--- config.mk ---
export PLATFORM = sky130hd
export DESIGN_NAME = pwws_csr
export DESIGN_NICKNAME = d
export VERILOG_FILES = /design/src/pwws_pkg.sv /design/src/pwws_csr.sv
export SDC_FILE = /design/constraint.sdc
export NUM_CORES = 1
export LEC_CHECK = 0
export BUFFER_PORTS_ARGS = -buffer_cell sky130_fd_sc_hd__buf_2
export CORE_MARGIN = 1.5
export CORE_UTILIZATION = 45
export CTS_CLUSTER_SIZE = 12
export DETAILED_ROUTE_END_ITERATION = 10
export GPL_ROUTABILITY_DRIVEN = 0
export GPL_TIMING_DRIVEN = 0
export PLACE_DENSITY = 0.81
export SLEW_MARGIN = 20
export SYNTH_ARGS = -nofsm -noshare
export SYNTH_HDL_FRONTEND = slang
export SYNTH_SLANG_ARGS = --single-unit
--- constraint.sdc ---
create_clock -name clock -period 3.8 [get_ports clock]
set_input_delay 0.19 -clock clock [delete_from_list [all_inputs] [get_ports clock]]
set_output_delay 0.19 -clock clock [all_outputs]
set_load 0.03 [all_outputs]
--- src/pwws_pkg.sv ---
// Shared types, widths, register codes and saturation helpers for the PID core.
// No dependencies; every other file of the core uses this package.
package pwws_pkg;

   // Field widths fixed by the controller interface.
   localparam int SampleWidth = 16;
   localparam int DriveWidth  = 32;
   localparam int LimitWidth  = 31;
   localparam int IndexWidth  = 3;
   localparam int CsrWidth    = 31;

   // Configuration register indexes.
   typedef enum logic [IndexWidth-1:0] {
      REG_PROP_GAIN   = 3'd0,
      REG_INTEG_GAIN  = 3'd1,
      REG_DERIV_GAIN  = 3'd2,
      REG_SETTLE_BAND = 3'd3,
      REG_SLEW_STEP   = 3'd4,
      REG_INTEG_LIMIT = 3'd5,
      REG_INTEG_ZONE  = 3'd6,
      REG_OUT_LIMIT   = 3'd7
   } reg_index_type;

   // Item function codes.
   typedef enum logic {
      FUNC_RUN   = 1'b0,
      FUNC_CLEAR = 1'b1
   } func_type;

   // Current configuration as seen by the datapath.
   typedef struct packed {
      logic signed [SampleWidth-1:0] prop_gain;
      logic signed [SampleWidth-1:0] integ_gain;
      logic signed [SampleWidth-1:0] deriv_gain;
      logic        [SampleWidth-1:0] settle_band;
      logic        [LimitWidth-1:0]  slew_step;
      logic        [LimitWidth-1:0]  integ_limit;
      logic        [SampleWidth-1:0] integ_zone;
      logic        [LimitWidth-1:0]  out_limit;
   } cfg_type;

   // Saturate a wide signed value to the 32-bit signed range.
   function automatic logic signed [31:0] sat32(input logic signed [49:0] v);
      logic signed [31:0] r;
      if (v > $signed(50'h0_7FFF_FFFF)) begin
         r = 32'sh7FFF_FFFF;
      end else if (v < -$signed(50'h0_8000_0000)) begin
         r = 32'sh8000_0000;
      end else begin
         r = v[31:0];
      end
      return r;
   endfunction

   // Clamp to +-lim; a zero limit leaves the value alone.
   function automatic logic signed [32:0] clamp_mag(input logic signed [32:0] v,
                                                    input logic [LimitWidth-1:0] lim);
      logic signed [32:0] hi;
      logic signed [32:0] r;
      hi = $signed({2'b00, lim});
      r  = v;
      if (lim != '0) begin
         if (v > hi) begin
            r = hi;
         end else if (v < -hi) begin
            r = -hi;
         end
      end
      return r;
   endfunction

endpackage

--- src/pwws_csr.sv ---
// Configuration register file of the PID core, written through a plain write port.
// Depends on pwws_pkg for the register codes and the configuration struct.
module pwws_csr (
   input  logic                              clock,
   input  logic                              reset,
   input  logic                              csr_we,
   input  logic [pwws_pkg::IndexWidth-1:0]   csr_index,
   input  logic [pwws_pkg::CsrWidth-1:0]     csr_wdata,
   output pwws_pkg::cfg_type                 cfg
);

   pwws_pkg::cfg_type cfg_ff;
   pwws_pkg::cfg_type cfg_in;

   // Decode the write into the addressed register.
   always_comb begin
      cfg_in = cfg_ff;
      if (csr_we) begin
         case (pwws_pkg::reg_index_type'(csr_index))
            pwws_pkg::REG_PROP_GAIN:   cfg_in.prop_gain   = $signed(csr_wdata[15:0]);
            pwws_pkg::REG_INTEG_GAIN:  cfg_in.integ_gain  = $signed(csr_wdata[15:0]);
            pwws_pkg::REG_DERIV_GAIN:  cfg_in.deriv_gain  = $signed(csr_wdata[15:0]);
            pwws_pkg::REG_SETTLE_BAND: cfg_in.settle_band = csr_wdata[15:0];
            pwws_pkg::REG_SLEW_STEP:   cfg_in.slew_step   = csr_wdata;
            pwws_pkg::REG_INTEG_LIMIT: cfg_in.integ_limit = csr_wdata;
            pwws_pkg::REG_INTEG_ZONE:  cfg_in.integ_zone  = csr_wdata[15:0];
            pwws_pkg::REG_OUT_LIMIT:   cfg_in.out_limit   = csr_wdata;
            default:                   cfg_in = cfg_ff;
         endcase
      end
   end

   // Register storage; proportional gain comes out of reset at unity.
   always_ff @(posedge clock) begin
      if (reset) begin
         cfg_ff <= '{prop_gain: 16'sd256, default: '0};
      end else begin
         cfg_ff <= cfg_in;
      end
   end

   assign cfg = cfg_ff;

endmodule

==> key figures, run 1 <==
Drt
  • Vias/cell: ~4.8
  • Initial DRC count: 165
  • DR WL/cell: between 15 and 20 um
  • Post-Route WL: around 18,000 um
  • Post-route ant nets: 0
  • Vias: 5,047
  • # DRC: 0
  • First-pass iteration count of the detailed router: 4

Synth
  • Synth top area cells: dfxtp_1 (50%), mux2i_1 (25%), nand2b_1 (19%), buf_2 (1.9%), buf_1 (0.88%)
  • Post-synth cell types: 15
  • Syn Std Cell Area: 6860 um^2
  • Yosys warnings: 0
  • Number of flops mapped to enable cells by yosys: 0
  • Syn Nets: 658
  • Post-synth top area cell: dfxtp_1
  • Mapped Avg Cell Area: between 10 and 15 um^2
  • Register area share after synthesis: roughly half
  • Synth Flop Type: dfxtp_1
  • Count leader, synth: nand2b_1
  • Flops & latches, synth: 173
  • Post-synth top cells: nand2b_1 (203), dfxtp_1 (173), mux2i_1 (173), buf_2 (26), buf_1 (16)
  • Synthesized instance count: 621
  • Post-synth top area share: between 50 and 60%
  • Ys async rst share: 0%

Finish
  • Syn-to-layout area delta: 26.9%
  • Final Core Density: 59.2%
  • Finished Layout Cells: 1,043
  • Max reg flops: 173
  • Fillers: 1,241
  • Layout cells sized above 1: between 30% and 40%
  • Final Net Count: between 800 and 900

Clock network
  • CTS Hold Buffers Added: 0
  • Root Buffer: clkbuf_16
  • # clock sinks: around 170
  • Clock Path Buffers: 2
  • Clock transition at path regs: 0.06 ns
  • H-tree depth: 4
  • CTS tree: yes
  • Post-cts sizing count: 0
  • Post-CTS Repair Setup Buffers: 0
  • Clock buffer count from CTS: 17
  • Clk_lat worst skew: approximately 0.42 ns

Placement
  • DP HPWL: 12,700 um
  • # port buffers: 205
  • Place WS: 1.69 ns
  • DP Cell Count: 1,010

Critical path
  • R2R Path Start: cfg[163]
  • Crit path required time: 4.09 ns
  • Worst-case reg-to-reg path depth: 2
  • CP Buf/Inv Count: 4
  • CP Launch Type: input pin
  • R2R Path End: cfg[163]
  • Largest stage delay, worst path: 0.38 ns
  • Crit path arrival time: 1.91 ns
  • CP cell instances: buf_2 -> clkbuf_1 -> buf_2 -> clkbuf_1 -> nand2b_1 -> mux2i_1
  • Largest delay share family, worst path: buffers and inverters
  • FF-to-FF setup slack: 3.15 ns
  • Critical-path top delay cell: nand2b_1
  • Critical path peak fanout: 10
  • CP Capture Type: register
  • Crit Path Class: input pin to register

Die
  • Die W: 126 um
  • Row Count: 44
  • Die area: around 16,000 um^2
  • Starting Density: a little under half
  • Core Region: ~15,000 um^2
  • Die Height: 126 um
  • IO Count: 210

Power
  • Leak: 0.00465 uW
  • Pwr dens: 453 nW/um^2
  • Max rail drop VDD: between 0.2 and 0.3 mV

STA
  • Clock Skew: 0 ns
  • Slew Limit Fails: 0
  • Min cycle time layout: 1.62 ns
  • Fin crit share: 42.6%
  • Slew headroom: 40.3%
  • FMAX: 0.617 GHz
  • TNS Setup: 0 ns
  • Fin worst setup slack: 2.18 ns
  • # setup viols final: 0
  • Count of final hold-check violations: 0
  • RSZ-0062 raised after global routing: false
  • Slew at the pin closest to its max-slew limit: 0.895 ns

Flow run
  • Max-Cap Viols: 0

GRT
  • Congestion Overflow GR: 0
  • Largest net degree at the start of global routing: 17
  • Vias in the first global route: 5,064
  • First-pass GRT wire length: 27,300 um
  • Antenna violations before repair: 1
  • Gr usage total: 22.2%

Worst hold path
  • Hold_sp: csr_wdata[8]
  • Hold depth: 3
  • Worst Hold Class: input pin to register
  • Worst hold endpoint: cfg[165]

Status
  • Status: complete, no violations
==> worst register-to-register path, delay by kind of cell (launching register included) <==
kind | cells | cell delay, ns
mux | 1 | 0.16
simple gates | 1 | 0.06
flops | 1 | 0.34
==> power by group <==
| part | internal [uW] | leakage, uW | switching [uW] |
|---|---|---|---|
| clock | 989 | 0.000280 | 731 |
| sequential | 1850 | 0.00140 | 20.1 |
| combinational | 129 | 0.00297 | 217 |
| total | 2970 | 0.00465 | 968 |
==> cell type report <==
| class | count | area [um^2] | share of cell area (%) |
|---|---|---|---|
| Multi-Input combinational cell | 387 | 3100 | 35.6 |
| Sequential cell | 173 | 3460 | 39.8 |
| Clock inverter | 13 | 141 | 1.62 |
| Antenna cell | 1 | 2.50 | 0.0287 |
| Clock buffer | 19 | 443 | 5.09 |
| Buffer | 61 | 300 | 3.45 |
| Timing Repair Buffer | 205 | 1030 | 11.8 |
| Tap cell | 184 | 230 | 2.64 |
==> per-layer routing <==
metal,vias up,wire length [um],global-route usage [%]
met3,25,1150,8.22
met1,2384,8080,27.6
met5,-,0,0
met2,154,8050,36.1
li1,2484,-,-
met4,0,315,6.36
==> per-stage QoR <==
| step | total power [uW] | hold slack [ns] | instance area, um^2 |
|---|---|---|---|
| after global routing | 4080 | 0.0799 | 8700 |
| after detailed placement | 2260 | 0.459 | 8120 |
| after CTS | 3980 | 0.0598 | 8700 |
| after global placement | 2260 | 0.455 | 8120 |
| final | 3940 | 0.0724 | 8700 |
| after floorplan | 2150 | 0.351 | 6860 |
==> worst max path at each step <==
| stage | cells after the start | endpoint | from | slack, ns |
|---|---|---|---|---|
| 2_1_floorplan | 5 | cfg[172] | csr_index[1] | 2.44 |
| 3_3_place_gp | 6 | cfg[55] | reset | 1.71 |
| 3_5_place_dp | 6 | cfg[149] | reset | 1.69 |
| 4_1_cts | 6 | cfg[149] | reset | 2.14 |
| 5_1_grt | 6 | cfg[55] | reset | 2.01 |
| 6_report | 6 | cfg[149] | reset | 2.18 |
==> cell usage in the layout (no fill, tap or decap), types with 3 or more instances in the layout <==
cell,instances
clkinv_4,3
buf_1,16
mux2i_1,173
buf_2,231
nand4b_1,3
clkinvlp_4,3
clkinv_2,3
clkbuf_1,15
dfxtp_1,173
clkbuf_16,17
nand2b_1,203
==> cell families (layout without fill, tap and decap cells) <==
| family | count (synthesis) | after routing | share of synthesized area, % |
|---|---|---|---|
| other | 0 | 1 | 0 |
| multiplexers | 173 | 173 | 25.2 |
| AND/OR/NAND/NOR | 214 | 214 | 19.9 |
| buffers and inverters | 61 | 298 | 4.38 |
| flip-flops | 173 | 173 | 50.5 |
Note: power is estimated with default switching activity, not from simulation.
==> run 2, diff against run 1 <==
--- a/config.mk
+++ b/config.mk
@@ -5,6 +5,7 @@
 export SDC_FILE = /design/constraint.sdc
 export NUM_CORES = 1
 export LEC_CHECK = 0
+export ABC_AREA = 1
 export BUFFER_PORTS_ARGS = -buffer_cell sky130_fd_sc_hd__buf_2
 export CORE_MARGIN = 1.5
 export CORE_UTILIZATION = 45
==> constraint.sdc (replaced) <==
create_clock -name clock -period 1.6 [get_ports clock]
set_input_delay 0.08 -clock clock [delete_from_list [all_inputs] [get_ports clock]]
set_output_delay 0.08 -clock clock [all_outputs]
set_load 0.03 [all_outputs]
==> key figures, run 2 <==
Clock network
  • Clock buffer count from CTS: 17 (unchanged)
  • Root Buffer: clkbuf_16
  • Clk_lat worst skew: 0.43 ns (about the same)
  • # clock sinks: 173 (unchanged)
  • Clock transition at path regs: 0.07 ns (about the same)
  • Post-CTS Repair Setup Buffers: 0 (unchanged)
  • H-tree depth: 4 (unchanged)
  • CTS tree: yes
  • Post-cts sizing count: 0 (unchanged)
  • CTS Hold Buffers Added: 7 (+7)
  • Clock Path Buffers: 2 (unchanged)

STA
  • Fin crit share: 68.8%
  • Hold WS: 0.0109 ns (-0.0615 ns)
  • Slew at the pin closest to its max-slew limit: 0.552 ns (-0.343 ns)
  • # setup viols final: 0 (unchanged)
  • TNS Setup: 0 ns (unchanged)
  • Slew Limit Fails: 0 (unchanged)
  • Slew headroom: 63.2% (+23 points)
  • FMAX: a little over 0.9 GHz
  • Clock Skew: 0 ns (unchanged)
  • Min cycle time layout: 1.10 ns
  • Count of final hold-check violations: 0 (unchanged)
  • RSZ-0062 raised after global routing: false

Critical path
  • Crit Path Class: register to output port
  • CP Depth: 1 (-5)
  • Critical path peak fanout: 2 (-8)
  • Critical-path top delay cell: dfxtp_1
  • Largest delay share family, worst path: flip-flops
  • CP Capture Type: output port
  • Worst-case reg-to-reg path depth: 2 (unchanged)
  • CP cell instances: buf_2
  • Crit path required time: 1.52 ns (-2.57 ns)
  • CP Launch Type: register
  • Largest stage delay, worst path: 0.37 ns (about the same)
  • Crit path arrival time: 1.02 ns (-0.89 ns)
  • CP Buf/Inv Count: 1 (-3)

Worst hold path
  • Hold depth: 5 (+2)
  • Worst Hold Class: input pin to register

Power
  • Pwr dens: 1200 nW/um^2 (+170%)
  • Comb power frac: 12.1% (+3.3 points)
  • Leak: 0.00451 uW (-2.9%)
  • Switching share of power: 25.4% (+0.84 points)
  • Switching Power: 2720 uW (+180%)
  • Clock power frac: 45.5% (+1.8 points)
  • Pint: 7990 uW (+170%)
  • Seq pwr share: 42.4% (-5.1 points)
  • Max rail drop VDD: 0.773 mV (+160%)

Status
  • Status: complete, no violations

Die
  • Starting Density: 46.6% (-0.10 points)
  • Die Height: 126 um (-0.11%)
  • Die area: 16,000 um^2 (-0.21%)
  • IO Count: 210 (unchanged)
  • Core Region: 14,700 um^2 (unchanged)
  • Row Count: 44 (unchanged)
  • Die W: 126 um (-0.11%)

Synth
  • Count leader, synth: nor2_1
  • Register area share after synthesis: 50.6% (+0.11 points)
  • Mapped Avg Cell Area: 6.95 um^2 (-37%)
  • Syn Nets: 1,022 (+55%)
  • Syn Std Cell Area: 6850 um^2 (-0.22%)
  • Synthesized instance count: 985 (+59%)
  • Post-synth top cells: nor2_1 (347), nand2_1 (209), dfxtp_1 (173), nand3_1 (142), inv_1 (36)
  • Number of flops mapped to enable cells by yosys: 0 (unchanged)
  • Flops & latches, synth: 173 (unchanged)
  • Post-synth top area cell: dfxtp_1
  • Yosys warnings: 0 (unchanged)
  • Post-synth cell types: 15 (unchanged)
  • Synth top area cells: dfxtp_1 (51%), nor2_1 (19%), nand2_1 (11%), nand3_1 (10%), buf_2 (2.5%)
  • Ys async rst share: 0% (unchanged)
  • Synth Flop Type: dfxtp_1
  • Post-synth top area share: 50.6% (+0.11 points)

Finish
  • Most frequent cells in the layout: nor2_1 (347), buf_2 (243), nand2_1 (209)
  • Final Net Count: 1,257 (+43%)
  • Max reg flops: 173 (unchanged)
  • Finished Layout Cells: 1,419 (+36%)
  • Layout cells sized above 1: 24.1% (-7.1 points)
  • Fillers: 1,349 (+8.7%)
  • Commonest non-fill, non-tap cell in the layout: nor2_1
  • Syn-to-layout area delta: 29.9%

GRT
  • Largest net degree at the start of global routing: 17 (unchanged)
  • First-pass GRT wire length: 33,100 um (+22%)
  • Congestion Overflow GR: 0 (unchanged)
  • Antenna violations before repair: 3 (+2)
  • Gr usage total: 27.1% (+5.0 points)
  • Vias in the first global route: 6,169 (+22%)

Placement
  • # port buffers: 209 (+2.0%)
  • DP HPWL: 15,300 um (+20%)
  • DP Cell Count: 1,378 (+36%)

Drt
  • Initial DRC count: 548 (+230%)
  • DR WL/cell: 15.5 um (-8.4%)
  • # DRC: 0 (unchanged)
  • Vias/cell: 5.02 (+3.7%)
  • Vias: 7,121 (+41%)
  • First-pass iteration count of the detailed router: 8 (+4)
  • Post-Route WL: 21,900 um (+25%)
  • Post-route ant nets: 0 (unchanged)

Flow run
  • Max-Cap Viols: 0 (unchanged)
[run 2: cell count changes in the layout (fill, tap and decap cells not counted), moves of 36 or more]
cell      change
nand2b_1    -203
nand3_1     +142
mux2i_1     -173
nor2_1      +345
nand2_1     +209
inv_1        +36
[run 2: cell type report]
| type | instances | area, um^2 | area share, % |
|---|---|---|---|
| tap | 184 | 230 | 2.59 |
| clock inverter | 10 | 235 | 2.64 |
| buffer | 64 | 328 | 3.68 |
| timing repair buffer | 216 | 1120 | 12.5 |
| clock buffer | 21 | 460 | 5.18 |
| sequential | 173 | 3460 | 38.9 |
| multi-input combinational | 710 | 2910 | 32.7 |
| inverter | 38 | 143 | 1.60 |
| antenna | 3 | 7.51 | 0.0844 |
[run 2: cell families (layout without fill, tap and decap cells)]
group | Yosys count | after routing | synth area share, %
AND/OR/NAND/NOR | 710 | 710 | 42.5
other | 0 | 3 | 0
flip-flops | 173 | 173 | 50.6
buffers and inverters | 102 | 349 | 6.87
[run 2: stage by stage]
stage          worst slack (ns)  util, %  area [um^2]  total power, uW
2_1_floorplan             0.745        -         6850             5490
3_3_place_gp              0.327     55.3         8120             5880
3_5_place_dp              0.315     55.3         8120             5900
4_1_cts                   0.490     60.5         8890            10700
5_1_grt                   0.479     60.5         8890            11000
6_report                  0.499     60.5         8900            10700
[run 2: power by group through the flow]
| stage | sequential [uW] | clock, uW | combinational [uW] |
|---|---|---|---|
| 3_3_place_gp | 4630 | 0 | 1250 |
| 6_report | 4540 | 4880 | 1300 |
| 4_1_cts | 4540 | 4900 | 1290 |
| 2_1_floorplan | 4920 | 0 | 564 |
| 3_5_place_dp | 4630 | 0 | 1270 |
| 5_1_grt | 4550 | 5080 | 1410 |
[run 2: final timing paths]
path                                    start       end  slack, ns
worst max register to register       cfg[149]  cfg[149]       0.96
worst max-delay path                 cfg[166]  cfg[166]       0.50
worst min register to register        cfg[43]   cfg[43]       0.47
worst min-delay path            csr_wdata[16]   cfg[63]       0.01
[run 2: routing by layer]
layer | GRT usage [%] | part of all wire, % | vias up
met3 | 7.34 | 8.5 | 60
met5 | 0 | 0 | -
met2 | 43.5 | 46 | 326
li1 | - | - | 3512
met1 | 34.8 | 42 | 3223
met4 | 11.0 | 3.1 | 0
